===== config.mk =====
export PLATFORM = sky130hd
export DESIGN_NAME = rate_limited_message_queue
export DESIGN_NICKNAME = d
export VERILOG_FILES = /design/src/hdl/rlmq_pkg.sv /design/src/hdl/rlmq_ring.sv /design/src/hdl/rate_limited_message_queue.sv
export SDC_FILE = /design/constraint.sdc
export NUM_CORES = 1
export LEC_CHECK = 0
export CAP_MARGIN = 20
export CORE_AREA = 5 5 162 164
export CTS_CLUSTER_DIAMETER = 40
export DETAILED_ROUTE_END_ITERATION = 10
export DIE_AREA = 0 0 167 169
export DONT_BUFFER_PORTS = 1
export HOLD_SLACK_MARGIN = 0.03
export PLACE_DENSITY = 0.5
export RECOVER_POWER = 100
export SYNTH_ARGS = -nofsm -noshare
export SYNTH_HDL_FRONTEND = slang
export SYNTH_HIERARCHICAL = 1
export SYNTH_SLANG_ARGS = --single-unit

===== constraint.sdc =====
create_clock -name clk_i -period 5.9 [get_ports clk_i]
set_input_delay 0.885 -clock clk_i [delete_from_list [all_inputs] [get_ports clk_i]]
set_output_delay 0.885 -clock clk_i [all_outputs]
set_load 0.03 [all_outputs]

===== src/hdl/rlmq_pkg.sv =====
// Shared types and constants for the rate-limited message queue.
package rlmq_pkg;

  localparam int unsigned SlotsDefault = 8;
  localparam int unsigned IdW          = 8;
  localparam int unsigned IntervalW    = 16;
  localparam int unsigned PaddrW       = 3;
  localparam int unsigned PdataW       = 32;

  // Register index, taken from paddr[2]
  localparam logic RegIntervalTicks = 1'b0;

  // Input function codes
  localparam logic FuncArrival = 1'b0;
  localparam logic FuncTick    = 1'b1;

  // Result event codes
  localparam logic EvReleased = 1'b0;
  localparam logic EvDropped  = 1'b1;

  localparam logic [IntervalW-1:0] ElapsedMax = {IntervalW{1'b1}};

  typedef struct packed {
    logic           func;
    logic [IdW-1:0] msg_id;
  } in_item_t;

  typedef struct packed {
    logic           event_res;
    logic [IdW-1:0] msg_id_out;
  } out_item_t;

  // Commands from the controller to the ring
  typedef struct packed {
    logic push;
    logic pop;
  } ring_cmd_t;

  // Ring status back to the controller
  typedef struct packed {
    logic full;
    logic empty;
  } ring_sts_t;

  typedef enum logic [1:0] {
    StAccept = 2'b01,
    StFetch  = 2'b10
  } ctrl_state_e;

endpackage


===== src/hdl/rlmq_ring.sv =====
// Ring buffer of message identifiers: slot memory plus read and write pointers.
module rlmq_ring #(
  parameter int unsigned Slots = rlmq_pkg::SlotsDefault
) (
  input  logic                        clk_i,
  input  logic                        rst_ni,
  input  rlmq_pkg::ring_cmd_t         cmd_i,
  input  logic [rlmq_pkg::IdW-1:0]    wr_data_i,
  output rlmq_pkg::ring_sts_t         sts_o,
  output logic [rlmq_pkg::IdW-1:0]    rd_data_o
);

  localparam int unsigned PtrW = (Slots > 1) ? $clog2(Slots) : 1;
  localparam logic [PtrW-1:0] LastSlot = PtrW'(Slots - 1);

  logic [rlmq_pkg::IdW-1:0] mem_q [Slots];
  logic [rlmq_pkg::IdW-1:0] rd_data_q;
  logic [PtrW-1:0] wr_ptr_q, wr_ptr_d, rd_ptr_q, rd_ptr_d;
  logic [PtrW-1:0] wr_next, rd_next;

  assign wr_next = (wr_ptr_q == LastSlot) ? '0 : wr_ptr_q + 1'b1;
  assign rd_next = (rd_ptr_q == LastSlot) ? '0 : rd_ptr_q + 1'b1;

  assign sts_o.full  = (wr_next == rd_ptr_q);
  assign sts_o.empty = (wr_ptr_q == rd_ptr_q);

  assign wr_ptr_d = cmd_i.push ? wr_next : wr_ptr_q;
  assign rd_ptr_d = cmd_i.pop  ? rd_next : rd_ptr_q;

  always_ff @(posedge clk_i or negedge rst_ni) begin
    if (!rst_ni) begin
      wr_ptr_q <= '0;
      rd_ptr_q <= '0;
    end else begin
      wr_ptr_q <= wr_ptr_d;
      rd_ptr_q <= rd_ptr_d;
    end
  end

  // Slot memory, one write and one registered read port
  always_ff @(posedge clk_i) begin
    if (cmd_i.push) begin
      mem_q[wr_ptr_q] <= wr_data_i;
    end
  end

  always_ff @(posedge clk_i) begin
    if (cmd_i.pop) begin
      rd_data_q <= mem_q[rd_ptr_q];
    end
  end

  assign rd_data_o = rd_data_q;

endmodule


===== src/hdl/rate_limited_message_queue.sv =====
// Rate-limited message queue: top level with control, elapsed counter and APB registers.
//
// Input channel (in_valid_i / in_stall_o / in_data_i): one beat per item;
//   func selects a message arrival or one time tick, msg_id is the arriving
//   identifier. Arrivals go into a ring of SLOTS slots (SLOTS-1 usable); an
//   arrival that finds the ring full is dropped and reported.
// A tick advances a saturating elapsed counter; if the ring holds a message
//   and elapsed has reached interval_ticks, the oldest one leaves.
// Output channel (out_valid_o / out_stall_i / out_data_o): one beat per
//   result, event_res (released or dropped) and the identifier.
// interval_ticks sits at APB address 0; write it only while idle.
// Timing: arrivals and non-releasing ticks leave the sequencer in its accept state. A
//   drop result is shown the cycle after its beat. A releasing tick reads the slot
//   memory (registered read) and then loads the output register from the read data;
//   the input stalls while that slot read is in flight.
// Reset: ring empty, pointers zero, elapsed saturated so the first queued
//   message leaves on the first tick, interval_ticks zero.
// Stall: a held result keeps its value; the input stalls while a result is
//   held and out_stall_i is high, or while a slot read is in flight.
module rate_limited_message_queue #(
  parameter int unsigned SLOTS = rlmq_pkg::SlotsDefault
) (
  input  logic                          clk_i,
  input  logic                          rst_ni,
  // item input
  input  logic                          in_valid_i,
  output logic                          in_stall_o,
  input  rlmq_pkg::in_item_t            in_data_i,
  // result output
  output logic                          out_valid_o,
  input  logic                          out_stall_i,
  output rlmq_pkg::out_item_t           out_data_o,
  // APB register port
  input  logic                          psel,
  input  logic                          penable,
  input  logic                          pwrite,
  input  logic [rlmq_pkg::PaddrW-1:0]   paddr,
  input  logic [rlmq_pkg::PdataW-1:0]   pwdata,
  output logic [rlmq_pkg::PdataW-1:0]   prdata,
  output logic                          pready
);

  rlmq_pkg::ctrl_state_e state_q, state_d;

  logic [rlmq_pkg::IntervalW-1:0] interval_q;
  logic [rlmq_pkg::IntervalW-1:0] elapsed_q, elapsed_d, elapsed_inc;

  logic                 out_valid_q, out_valid_d;
  rlmq_pkg::out_item_t  out_q, out_d;

  rlmq_pkg::ring_cmd_t       ring_cmd;
  rlmq_pkg::ring_sts_t       ring_sts;
  logic [rlmq_pkg::IdW-1:0]  ring_rd_data;

  logic in_beat, is_tick, is_arrival, release_now, cfg_wr;

  // --- APB registers; pready is tied high, index is paddr[2]
  assign pready = 1'b1;
  assign cfg_wr = psel & penable & pwrite
                & (paddr[2] == rlmq_pkg::RegIntervalTicks);
  assign prdata = (paddr[2] == rlmq_pkg::RegIntervalTicks)
                ? {{(rlmq_pkg::PdataW - rlmq_pkg::IntervalW){1'b0}}, interval_q}
                : '0;

  always_ff @(posedge clk_i or negedge rst_ni) begin
    if (!rst_ni) begin
      interval_q <= '0;
    end else if (cfg_wr) begin
      interval_q <= pwdata[rlmq_pkg::IntervalW-1:0];
    end
  end

  // --- input handshake: one item in flight, stall during slot fetch
  assign in_stall_o = (state_q != rlmq_pkg::StAccept) | (out_valid_q & out_stall_i);
  assign in_beat    = in_valid_i & ~in_stall_o;
  assign is_tick    = in_beat & (in_data_i.func == rlmq_pkg::FuncTick);
  assign is_arrival = in_beat & (in_data_i.func == rlmq_pkg::FuncArrival);

  // --- elapsed counter: saturating increment, then compare
  assign elapsed_inc = (elapsed_q == rlmq_pkg::ElapsedMax)
                     ? elapsed_q : elapsed_q + 1'b1;
  assign release_now = is_tick & ~ring_sts.empty & (elapsed_inc >= interval_q);

  always_comb begin
    elapsed_d = elapsed_q;
    if (is_tick) begin
      elapsed_d = release_now ? '0 : elapsed_inc;
    end
  end

  // --- ring commands
  assign ring_cmd.push = is_arrival & ~ring_sts.full;
  assign ring_cmd.pop  = release_now;

  rlmq_ring #(
    .Slots (SLOTS)
  ) u_ring (
    .clk_i     (clk_i),
    .rst_ni    (rst_ni),
    .cmd_i     (ring_cmd),
    .wr_data_i (in_data_i.msg_id),
    .sts_o     (ring_sts),
    .rd_data_o (ring_rd_data)
  );

  // --- sequencer: fetch state waits for the slot read data
  always_comb begin
    state_d = state_q;
    case (state_q)
      rlmq_pkg::StAccept: if (release_now) state_d = rlmq_pkg::StFetch;
      rlmq_pkg::StFetch:  state_d = rlmq_pkg::StAccept;
      default:            state_d = rlmq_pkg::StAccept;
    endcase
  end

  // --- output register: drop result on the beat, release after fetch
  always_comb begin
    out_valid_d = out_valid_q & out_stall_i;
    out_d       = out_q;
    if (is_arrival & ring_sts.full) begin
      out_valid_d          = 1'b1;
      out_d.event_res      = rlmq_pkg::EvDropped;
      out_d.msg_id_out     = in_data_i.msg_id;
    end else if (state_q == rlmq_pkg::StFetch) begin
      out_valid_d          = 1'b1;
      out_d.event_res      = rlmq_pkg::EvReleased;
      out_d.msg_id_out     = ring_rd_data;
    end
  end

  always_ff @(posedge clk_i or negedge rst_ni) begin
    if (!rst_ni) begin
      state_q     <= rlmq_pkg::StAccept;
      elapsed_q   <= rlmq_pkg::ElapsedMax;
      out_valid_q <= 1'b0;
    end else begin
      state_q     <= state_d;
      elapsed_q   <= elapsed_d;
      out_valid_q <= out_valid_d;
    end
  end

  always_ff @(posedge clk_i) begin
    out_q <= out_d;
  end

  assign out_valid_o = out_valid_q;
  assign out_data_o  = out_q;

endmodule

==> flow_metrics.env, run 1 <==
export IMPL_reg2regPathDepth=11
export IMPL_synth_compound_area_share_pct=4.47
export IMPL_root_buffer="clkbuf_16"
export IMPL_num_rows=58
export IMPL_synth_edff_count=80
export IMPL_r2r_start="elapsed_q[2]"
export IMPL_gp_congestion=0.765
export IMPL_clock_latency_ns=0.41
export IMPL_num_vias=3349
export IMPL_max_slew_worst_pin_slew_ns=1.40
export IMPL_overflow=0
export IMPL_layout_worst_path_cycle_share_pct=83.3
export IMPL_setup_viol=0
export IMPL_dpl_hpwl_um=8620
export IMPL_grt_pass1_vias=3448
export IMPL_r2r_end="u_ring/rd_ptr_q[2]"
export IMPL_synthArstFlopShare_pct=33.6
export IMPL_maxCapViolCount=0
export IMPL_critPathSlowestCell="inv_1"
export IMPL_cts_htree_levels=4
export IMPL_pre_cts_slack_ns=1.36
export IMPL_port_buffers=0
export IMPL_ios=95
export IMPL_slowest_delay_ns=0.72
export IMPL_worstPathMaxFanout=26
export IMPL_post_cts_resized=0
export IMPL_ys_seq_area_share_pct=57.7
export IMPL_final_antenna_net_count=0
export IMPL_peakVddDrop_v=0.000143
export IMPL_synth_xor_xnor_area_share_pct=3.64
export IMPL_avgSynthCellArea_um2=13.8
export IMPL_synth_distinct_cells=54
export IMPL_fin_skew_ns=0.00699
export IMPL_cts_tree="yes"
export IMPL_clock_sinks=122
export IMPL_rsz0062_at_grt="false"
export IMPL_synth_top_area_cell="edfxtp_1"
export IMPL_worstSetupStartpoint="elapsed_q[2]"
export IMPL_multiInputGateArea_um2=2270
export IMPL_grt_first_pass_wirelength_um=19600
export IMPL_synth_warning_count=6
export IMPL_drt_wl_total_um=12300
export IMPL_min_path_type="input pin to async pin"
export IMPL_fillers=2501
export IMPL_drc=0
export IMPL_synth_top_family_by_area="multiplexers"
export IMPL_drtIter0Drc=238
export IMPL_routed_via_density=4.32
export IMPL_start_util_pct=24.3
export IMPL_synthAdderAreaFrac_pct=4.37
export IMPL_required_ns=6.19
export IMPL_clk_pin_slew_ns=0.06
export IMPL_nNetsFinal=505
export IMPL_finalCriticalPeriod_ns=4.92
export IMPL_whs_ns=0.164
export IMPL_synthCells=435
export IMPL_syn_to_final_growth_pct=13.5
export IMPL_final_max_slew_viol_count=0
export IMPL_synthTopCellsByArea="edfxtp_1, dfrtp_1, mux2_2, dfstp_2, mux4_1"
export IMPL_antennaDiodeCount=0
export IMPL_relSlewSlack_pct=5.76
export IMPL_drive_above_1_share_pct=21.7
export IMPL_setup_worst_path_end_class="flip-flop"
export IMPL_p_total_mw=2.66
export IMPL_grtUsageTotal_pct=9.01
export IMPL_critPathKind="flip-flop to flip-flop"
export IMPL_setup_slack_ns=0.983
export IMPL_cts_inserted_buffers=17
export IMPL_die_h_um=169
export IMPL_p_per_area_nw_per_um2=390
export IMPL_start_kind="flip-flop"
export IMPL_timing_setup_tns_ns=0
export IMPL_die_area_um2=28200
export IMPL_ff2ff_setup_slack_ns=0.98
export IMPL_die_x_um=167
export IMPL_status="complete, no violations"
export IMPL_postCtsHoldBufs=0
export IMPL_core_area_um2=24700
export IMPL_clockBufferDepth=2
export IMPL_cp_cell_sequence="and3_1 > nand4_1 > nor3_1 > mux2_1 > ha_1 > nand4_1 > nor3_1 > o21ai_0 > a311o_1 > inv_1 > mux2_2"
export IMPL_antenna_found_initial=0
export IMPL_fin_util_pct=27.6
export IMPL_arrival_ns=5.21
export IMPL_grt_start_max_net_pins=42
export IMPL_wl_per_cell_um=15.8
export IMPL_synth_top_area_share_pct=39.9
export IMPL_synthSimpleGateAreaFrac_pct=8.98
export IMPL_fmax_ghz=0.203
export IMPL_power_leakage_nw=2.50
export IMPL_seqCellArea_um2=3470
export IMPL_ys_ff_latch=122
export IMPL_cts_setup_buffers=0
export IMPL_muxShareOfSynthArea_pct=15.3
export IMPL_yosys_most_used_dff="edfxtp_1"
export IMPL_synth_area_um2=6020
export IMPL_hold_viol=0
export IMPL_drt_first_pass_iters=4
-- state kept, by name (all words and copies together), names as in the netlist, 2 cells and up --
signal            count
elapsed_q            16
u_ring/mem_q         64
out_data_o            9
u_ring/rd_ptr_q       3
state_q               2
u_ring/wr_ptr_q       3
interval_q           16
u_ring/rd_data_o      8
-- cell usage in the layout, fill, tap and decap left out, types with 2 or more instances in the layout --
cell type and n:
a211oi_1 4, a21o_1 2, a21oi_1 6, and3_1 3, and4_1 2, bufinv_16 2, clkbuf_16 17, clkinv_1 2
clkinv_4 2, clkinvlp_4 2, conb_1 17, dfrtp_1 24, dfstp_2 16, edfxtp_1 80, ha_1 21, inv_1 19
inv_6 6, mux2_1 2, mux2_2 40, mux2i_1 4, mux4_1 12, mux4_2 4, nand2_1 21, nand2b_1 6
nand3_1 12, nand4_1 6, nor2_1 41, nor2b_1 2, nor3_1 9, nor4_1 2, o211ai_1 3, o21ai_0 5
o21bai_1 3, xnor2_1 11, xor2_1 14
-- how the worst max path moves through the flow --
| stage | slack [ns] | end |
|---|---|---|
| floorplan | 2.23 | u_ring/rd_ptr_q[0] |
| global placement | 1.53 | u_ring/rd_ptr_q[0] |
| detailed placement | 1.36 | u_ring/rd_ptr_q[1] |
| CTS | 1.33 | u_ring/rd_ptr_q[1] |
| global route | 0.50 | u_ring/rd_ptr_q[0] |
| finish | 0.98 | u_ring/rd_ptr_q[2] |
-- cell type report --
class | count | area share (%)
inverter | 19 | 1.04
clock buffer | 17 | 6.23
multi-input combinational | 271 | 33.3
clock inverter | 15 | 2.40
sequential | 122 | 50.8
timing repair buffer | 2 | 0.165
tap | 330 | 6.05
-- cells in the mapped netlist, types with 2 or more instances --
library cell,number
a211oi_1,4
a21o_1,2
a21oi_1,6
and3_1,3
and4_1,2
buf_2,5
buf_4,19
buf_6,5
clkbuf_1,8
conb_1,2
dfrtp_1,24
dfstp_2,17
edfxtp_1,80
ha_1,21
inv_1,18
mux2_2,42
mux2i_1,4
mux4_1,12
mux4_2,4
nand2_1,21
nand2b_1,6
nand3_1,12
nand4_1,6
nor2_1,41
nor2b_1,2
nor3_1,9
nor4_1,2
o211ai_1,3
o21ai_0,5
o21bai_1,3
xnor2_1,11
xor2_1,14
-- worst max-delay path, delay by kind of cell, from the launching register on --
family	cells	cell delay, ns
AO/OA/AOI/OAI	2	0.61
flip-flops	1	0.65
AND/OR/NAND/NOR	5	1.70
adder cells (fa/ha/maj)	1	0.31
multiplexers	2	0.79
buffers and inverters	1	0.72
-- power breakdown --
group          switching [mW]  internal [mW]  total (mW)
clock                   0.408          0.630        1.04
sequential             0.0971           1.04        1.13
combinational           0.288          0.205       0.493
total                   0.794           1.87        2.66
-- through the flow --
stage / instance area, um^2 / std cells
final: 6830 / 776
after global routing: 6830 / 776
after CTS: 6840 / 776
after detailed placement: 6250 / 744
after global placement: 6250 / 744
after floorplan: 6070 / 450
-- routing by layer --
| metal | track usage (%) | up-vias | part of all wire, % |
|---|---|---|---|
| met2 | 14.9 | 48 | 51 |
| met1 | 10.7 | 1721 | 43 |
| met3 | 3.20 | 5 | 4.1 |
| met5 | 0 | - | 0 |
| met4 | 3.74 | 0 | 1.0 |
| li1 | - | 1575 | - |
-- kinds of logic after synthesis --
kind of cell	Yosys count
AOI/OAI and AO/OA	34
xor gates and xnor gates	25
adders and majority gates	21
buffers and inverters	57
DFF	122
muxes	62
other	2
and+or+nand+nor	112
Note: power is estimated with default switching activity, not from simulation.
==> run 2, diff against run 1 <==
--- a/config.mk
+++ b/config.mk
@@ -12,7 +12,7 @@
 export DIE_AREA = 0 0 167 169
 export DONT_BUFFER_PORTS = 1
 export HOLD_SLACK_MARGIN = 0.03
-export PLACE_DENSITY = 0.5
+export PLACE_DENSITY = 0.51
 export RECOVER_POWER = 100
 export SYNTH_ARGS = -nofsm -noshare
 export SYNTH_HDL_FRONTEND = slang
==> constraint.sdc (replaced) <==
create_clock -name clk_i -period 4.4 [get_ports clk_i]
set_input_delay 0.66 -clock clk_i [delete_from_list [all_inputs] [get_ports clk_i]]
set_output_delay 0.66 -clock clk_i [all_outputs]
set_load 0.03 [all_outputs]
==> run 2 against run 1 <==
Net effect:
- the run now ends with max-capacitance violations, max-slew violations left
- wire length up 1.0%
- cell count grew 1.4%
- non-clock buffer count rose by 11
- critical endpoint unchanged
- largest power group unchanged
==> flow_metrics.env, run 2 (same netlist as run 1, synthesis figures left out) <==
export IMPL_p_total_mw=3.55
export IMPL_die_x_um=167
export IMPL_antenna_found_initial=0
export IMPL_maxCapViolCount=1
export IMPL_fin_skew_ns=0.0193
export IMPL_drt_first_pass_iters=4
export IMPL_drtIter0Drc=222
export IMPL_required_ns=4.70
export IMPL_drt_wl_total_um=12400
export IMPL_final_cell_mix="edfxtp_1, nor2_1, mux2_2"
export IMPL_final_max_slew_viol_count=23
export IMPL_clockBufferDepth=2
export IMPL_num_rows=58
export IMPL_die_h_um=169
export IMPL_relSlewSlack_pct=-1.64
export IMPL_largest_register_ffs=64
export IMPL_post_cts_resized=0
export IMPL_hold_viol=0
export IMPL_grt_pass1_vias=3575
export IMPL_postCtsHoldBufs=1
export IMPL_grtUsageTotal_pct=8.93
export IMPL_antennaDiodeCount=0
export IMPL_power_leakage_nw=2.53
export IMPL_critPathKind="flip-flop to flip-flop"
export IMPL_nNetsFinal=516
export IMPL_top_register="u_ring/mem_q"
export IMPL_peakVddDrop_v=0.000245
export IMPL_start_util_pct=24.3
export IMPL_setup_viol=0
export IMPL_grt_start_max_net_pins=25
export IMPL_routed_via_density=4.34
export IMPL_setup_worst_path_end_class="flip-flop"
export IMPL_clk_pin_slew_ns=0.07
export IMPL_cts_htree_levels=4
export IMPL_drc=0
export IMPL_dpl_hpwl_um=8780
export IMPL_reg_largest_list="u_ring/mem_q: 64 flops, elapsed_q: 16 flops, interval_q: 16 flops"
export IMPL_violations="max-capacitance violations, max-slew violations"
export IMPL_r2r_start="elapsed_q[5]"
export IMPL_drive_above_1_share_pct=23.4
export IMPL_final_antenna_net_count=0
export IMPL_root_buffer="clkbuf_16"
export IMPL_max_slew_worst_pin_slew_ns=1.52
export IMPL_overflow=0
export IMPL_cts_tree="yes"
export IMPL_ff2ff_setup_slack_ns=0.39
export IMPL_layout_commonest_cell="edfxtp_1"
export IMPL_start_kind="flip-flop"
export IMPL_timing_setup_tns_ns=0
export IMPL_ios=95
export IMPL_clock_latency_ns=0.43
export IMPL_die_area_um2=28200
export IMPL_core_area_um2=24700
export IMPL_arrival_ns=4.31
export IMPL_finalCriticalPeriod_ns=4.01
export IMPL_port_buffers=0
export IMPL_grt_first_pass_wirelength_um=19600
export IMPL_status="finished, violations left"
export IMPL_layout_worst_path_cycle_share_pct=91.1
export IMPL_gp_congestion=0.765
export IMPL_min_path_type="input pin to async pin"
export IMPL_p_per_area_nw_per_um2=517
export IMPL_reg2regPathDepth=12
export IMPL_rsz0062_at_grt="false"
export IMPL_worstPathMaxFanout=14
export IMPL_cts_setup_buffers=0
export IMPL_cts_inserted_buffers=17
export IMPL_fmax_ghz=0.250
export IMPL_r2r_end="u_ring/rd_ptr_q[2]"
export IMPL_num_vias=3412
export IMPL_clock_sinks=122
export IMPL_syn_to_final_growth_pct=14.2
export IMPL_wl_per_cell_um=15.7
## run 2: critical path, cell delays in order, from the launching register on
cell	delay [ns]
dfstp_2	0.61
and4_1	0.26
nand4_1	0.27
clkbuf_1	0.26
nor3_1	0.28
a31oi_1	0.17
ha_1	0.32
nand4_1	0.15
nor3_1	0.28
o21ai_0	0.18
a311o_1	0.43
inv_2	0.29
mux2_2	0.38
## run 2: metal layers
layer  share of wire, %  track usage (%)
met1                 41             10.3
met2                 52             15.3
met3                4.7             2.71
met4                1.6             4.09
met5                  0                0
## run 2: worst max-delay path by stage
stage            startpoint                  to  slack (ns)  cells after the start
2_1_floorplan  elapsed_q[0]  u_ring/rd_ptr_q[0]        0.73                     14
3_3_place_gp   elapsed_q[5]  u_ring/rd_ptr_q[1]        0.58                     12
3_5_place_dp   elapsed_q[5]  u_ring/rd_ptr_q[2]        0.49                     12
4_1_cts        elapsed_q[5]  u_ring/rd_ptr_q[2]        0.45                     12
5_1_grt        elapsed_q[2]  u_ring/rd_ptr_q[2]        0.17                     13
6_report       elapsed_q[5]  u_ring/rd_ptr_q[2]        0.39                     12
## run 2: through the flow
stage,setup slack [ns],area (um^2),instances,util [%],hold slack (ns)
floorplan,0.729,6070,450,-,0.364
global placement,0.583,6320,754,25.5,0.369
CTS,0.446,6920,787,27.9,0.0334
global route,0.168,6870,787,27.8,0.0559
detailed placement,0.486,6320,754,25.5,0.369
finish,0.393,6870,787,27.8,0.0851
## run 2: layout make-up
class                           instances  area (um^2)
Timing Repair Buffer                   13         68.8
Fill cell                            2506        17900
Clock inverter                         15          153
Sequential cell                       122         3470
Tap cell                              330          413
Multi-Input combinational cell        271         2270
Inverter                               19         71.3
Clock buffer                           17          425
## run 2: power breakdown
part / switching (mW) / total (mW) / internal (mW) / leakage (nW)
Sequential: 0.133 / 1.52 / 1.39 / 1.20
Clock: 0.595 / 1.35 / 0.756 / 0.277
Combinational: 0.392 / 0.676 / 0.284 / 1.05
==> run 3, diff against run 2 <==
--- a/config.mk
+++ b/config.mk
@@ -5,16 +5,16 @@
 export SDC_FILE = /design/constraint.sdc
 export NUM_CORES = 1
 export LEC_CHECK = 0
+export ABC_AREA = 1
 export CAP_MARGIN = 20
-export CORE_AREA = 5 5 162 164
+export CORE_AREA = 5 5 164 166
 export CTS_CLUSTER_DIAMETER = 40
 export DETAILED_ROUTE_END_ITERATION = 10
-export DIE_AREA = 0 0 167 169
+export DIE_AREA = 0 0 169 171
 export DONT_BUFFER_PORTS = 1
 export HOLD_SLACK_MARGIN = 0.03
 export PLACE_DENSITY = 0.51
 export RECOVER_POWER = 100
 export SYNTH_ARGS = -nofsm -noshare
 export SYNTH_HDL_FRONTEND = slang
-export SYNTH_HIERARCHICAL = 1
 export SYNTH_SLANG_ARGS = --single-unit
==> run 3 against run 2 <==
Net effect:
- the flow now finishes without violations
- register-to-register slack better by 0.56 ns
- combinational power is 27% lower
- sequential power is 6% lower
- wire length is 11% higher
- utilization is 0.48 points lower
- sequential share of layout area is 0.57 points lower
- fmax is 16% higher
- critical path type unchanged
- largest cell class unchanged
==> flow_metrics.env, run 3 <==
export IMPL_fin_util_pct=27.3
export IMPL_layout_commonest_cell="nand2_1"
export IMPL_drc=0
export IMPL_routed_via_density=4.21
export IMPL_status="complete, no violations"
export IMPL_grt_start_max_net_pins=37
export IMPL_grtUsageTotal_pct=9.74
export IMPL_postCtsHoldBufs=1
export IMPL_final_antenna_net_count=0
export IMPL_final_max_slew_viol_count=0
export IMPL_ios=95
export IMPL_nNetsFinal=732
export IMPL_overflow=0
export IMPL_setup_worst_path_end_class="flip-flop"
export IMPL_antennaDiodeCount=0
export IMPL_die_x_um=169
export IMPL_critPathSlowestCell="dfstp_1"
export IMPL_peakVddDrop_v=0.000219
export IMPL_worstSetupStartpoint="elapsed_q[0]"
export IMPL_root_buffer="clkbuf_16"
export IMPL_crit_family="simple AND/OR/NAND/NOR gates"
export IMPL_final_cell_mix="nand2_1, nor2_1, edfxtp_1"
export IMPL_relSlewSlack_pct=5.64
export IMPL_cts_setup_buffers=0
export IMPL_synth_warning_count=0
export IMPL_drtIter0Drc=195
export IMPL_slowest_delay_ns=0.62
export IMPL_gp_congestion=0.760
export IMPL_arrival_ns=3.51
export IMPL_timing_setup_tns_ns=0
export IMPL_rsz0062_at_grt="false"
export IMPL_clock_latency_ns=0.42
export IMPL_finalCriticalPeriod_ns=3.45
export IMPL_start_util_pct=24.2
export IMPL_synthArstFlopShare_pct=33.6
export IMPL_min_path_type="input pin to async pin"
export IMPL_die_h_um=171
export IMPL_syn_to_final_growth_pct=12.6
export IMPL_fin_skew_ns=0.0132
export IMPL_critPathKind="flip-flop to flip-flop"
export IMPL_ys_ff_latch=122
export IMPL_p_per_area_nw_per_um2=470
export IMPL_synth_area_um2=6180
export IMPL_clk_pin_slew_ns=0.07
export IMPL_drive_above_1_share_pct=10.8
export IMPL_clockBufferDepth=2
export IMPL_synth_top_area_share_pct=38.9
export IMPL_cp_cell_sequence="ha_1 > nand2_1 > nor2_1 > nand2_1 > nor2_8 > nand2_1 > and2_0 > ha_1 > nand2_1 > nor2_1 > nor2_1 > nand2_1 > nand2_1 > nand2_1 > nand2_1 > nand2_1 > nand2_2 > inv_1"
export IMPL_r2r_start="elapsed_q[0]"
export IMPL_max_slew_worst_pin_slew_ns=1.42
export IMPL_port_buffers=0
export IMPL_antenna_found_initial=0
export IMPL_setup_viol=0
export IMPL_power_leakage_nw=2.94
export IMPL_dpl_hpwl_um=9070
export IMPL_cts_htree_levels=4
export IMPL_reg_largest_list="u_ring.mem_q: 64 flops, elapsed_q: 16 flops, interval_q: 16 flops"
export IMPL_cts_tree="yes"
export IMPL_grt_first_pass_wirelength_um=21800
export IMPL_required_ns=4.46
export IMPL_core_area_um2=25500
export IMPL_synth_edff_count=80
export IMPL_die_area_um2=28900
export IMPL_p_total_mw=3.27
export IMPL_yosys_most_used_dff="edfxtp_1"
export IMPL_hold_viol=0
export IMPL_grt_pass1_vias=4120
export IMPL_cts_inserted_buffers=17
export IMPL_path_buf_inv=1
export IMPL_post_cts_resized=0
export IMPL_post_synth_top_count_cell="nand2_1"
export IMPL_clock_sinks=122
export IMPL_num_rows=59
export IMPL_ff2ff_setup_slack_ns=0.95
export IMPL_layout_worst_path_cycle_share_pct=78.4
export IMPL_num_vias=4246
export IMPL_fmax_ghz=0.290
export IMPL_maxCapViolCount=0
export IMPL_drt_first_pass_iters=4
export IMPL_ys_seq_area_share_pct=56.2
export IMPL_synthCells=659
export IMPL_largest_register_ffs=64
export IMPL_worstPathMaxFanout=8
export IMPL_avgSynthCellArea_um2=9.37
export IMPL_synth_common_cells="nand2_1, nor2_1, edfxtp_1"
export IMPL_top_register="u_ring.mem_q"
export IMPL_drt_wl_total_um=13700
export IMPL_synth_distinct_cells=41
export IMPL_synth_top_area_cell="edfxtp_1"
export IMPL_wl_per_cell_um=13.6
export IMPL_start_kind="flip-flop"
export IMPL_crit_top_cell="nand2_1"
export IMPL_synthTopCellsByArea="edfxtp_1, nand2_1, dfrtp_1, dfstp_2, nor2_1"
[run 3: cell types whose count changed in the layout (fill, tap and decap cells not counted), moves of 16 or more]
cell | before | now
nand2_1 | 21 | 169
nor2_1 | 41 | 114
mux2_2 | 41 | 0
inv_1 | 18 | 58
o21ai_0 | 5 | 32
a21oi_1 | 6 | 27
o32ai_1 | 0 | 16
[run 3: kinds of logic after synthesis]
kind of cell	synth area share [%]
compound gates	9.28
flops	56.2
buf+inv	8.02
simple gates	21.0
other cells	0.122
fa+ha+maj	4.25
xor+xnor	1.13
[run 3: final cells by class]
class / count / area, um^2
clock buffer: 17 / 425
clock inverter: 15 / 144
fill: 2705 / 18500
inverter: 60 / 228
multi-input combinational: 450 / 2220
sequential: 122 / 3470
tap: 335 / 419
timing repair buffer: 9 / 48.8
[run 3: report_power, final]
| part | internal (mW) | total, mW | leakage, nW | switching (mW) |
|---|---|---|---|---|
| combinational | 0.145 | 0.494 | 1.48 | 0.350 |
| sequential | 1.36 | 1.43 | 1.18 | 0.0778 |
| clock | 0.751 | 1.34 | 0.275 | 0.590 |
[run 3: path summary, 6_finish.rpt]
path / endpoint / depth (start not counted)
min in group clk_i: u_ring.mem_q[1][7] / 0
hold / removal: elapsed_q[1] / 0
setup reg to reg: u_ring.rd_data_o[6] / 18
setup / recovery: u_ring.rd_data_o[6] / 18
max in group asynchronous: u_ring.rd_ptr_q[0] / 1
hold reg to reg: elapsed_q[15] / 2
[run 3: worst reg2reg max path, cell delays in order, from the launching register on]
cell and delay (ns):
dfstp_1 0.62, ha_1 0.22, nand2_1 0.09, nor2_1 0.17, nand2_1 0.21, nor2_8 0.22, nand2_1 0.08, and2_0 0.17
ha_1 0.27, nand2_1 0.05, nor2_1 0.08, nor2_1 0.04, nand2_1 0.05, nand2_1 0.04, nand2_1 0.11, nand2_1 0.06
nand2_1 0.18, nand2_2 0.08, inv_1 0.34
[run 3: metrics by stage]
step	instances	cell area (um^2)	hold slack, ns	setup WS [ns]
after floorplan	674	6230	0.364	1.57
after global placement	975	6450	0.368	1.16
after detailed placement	975	6450	0.368	1.15
after CTS	1008	7040	0.0532	1.14
after global routing	1008	6950	0.0577	0.586
final	1008	6950	0.0828	0.950
[run 3: per-layer routing]
metal  vias to the layer above  GRT usage, %  routed length, um
met5                         -             0                  0
met1                      2004          12.4               6390
met2                        87          16.4               6550
met4                         0          2.66                161
li1                       2141             -                  -
met3                        14          2.73                646
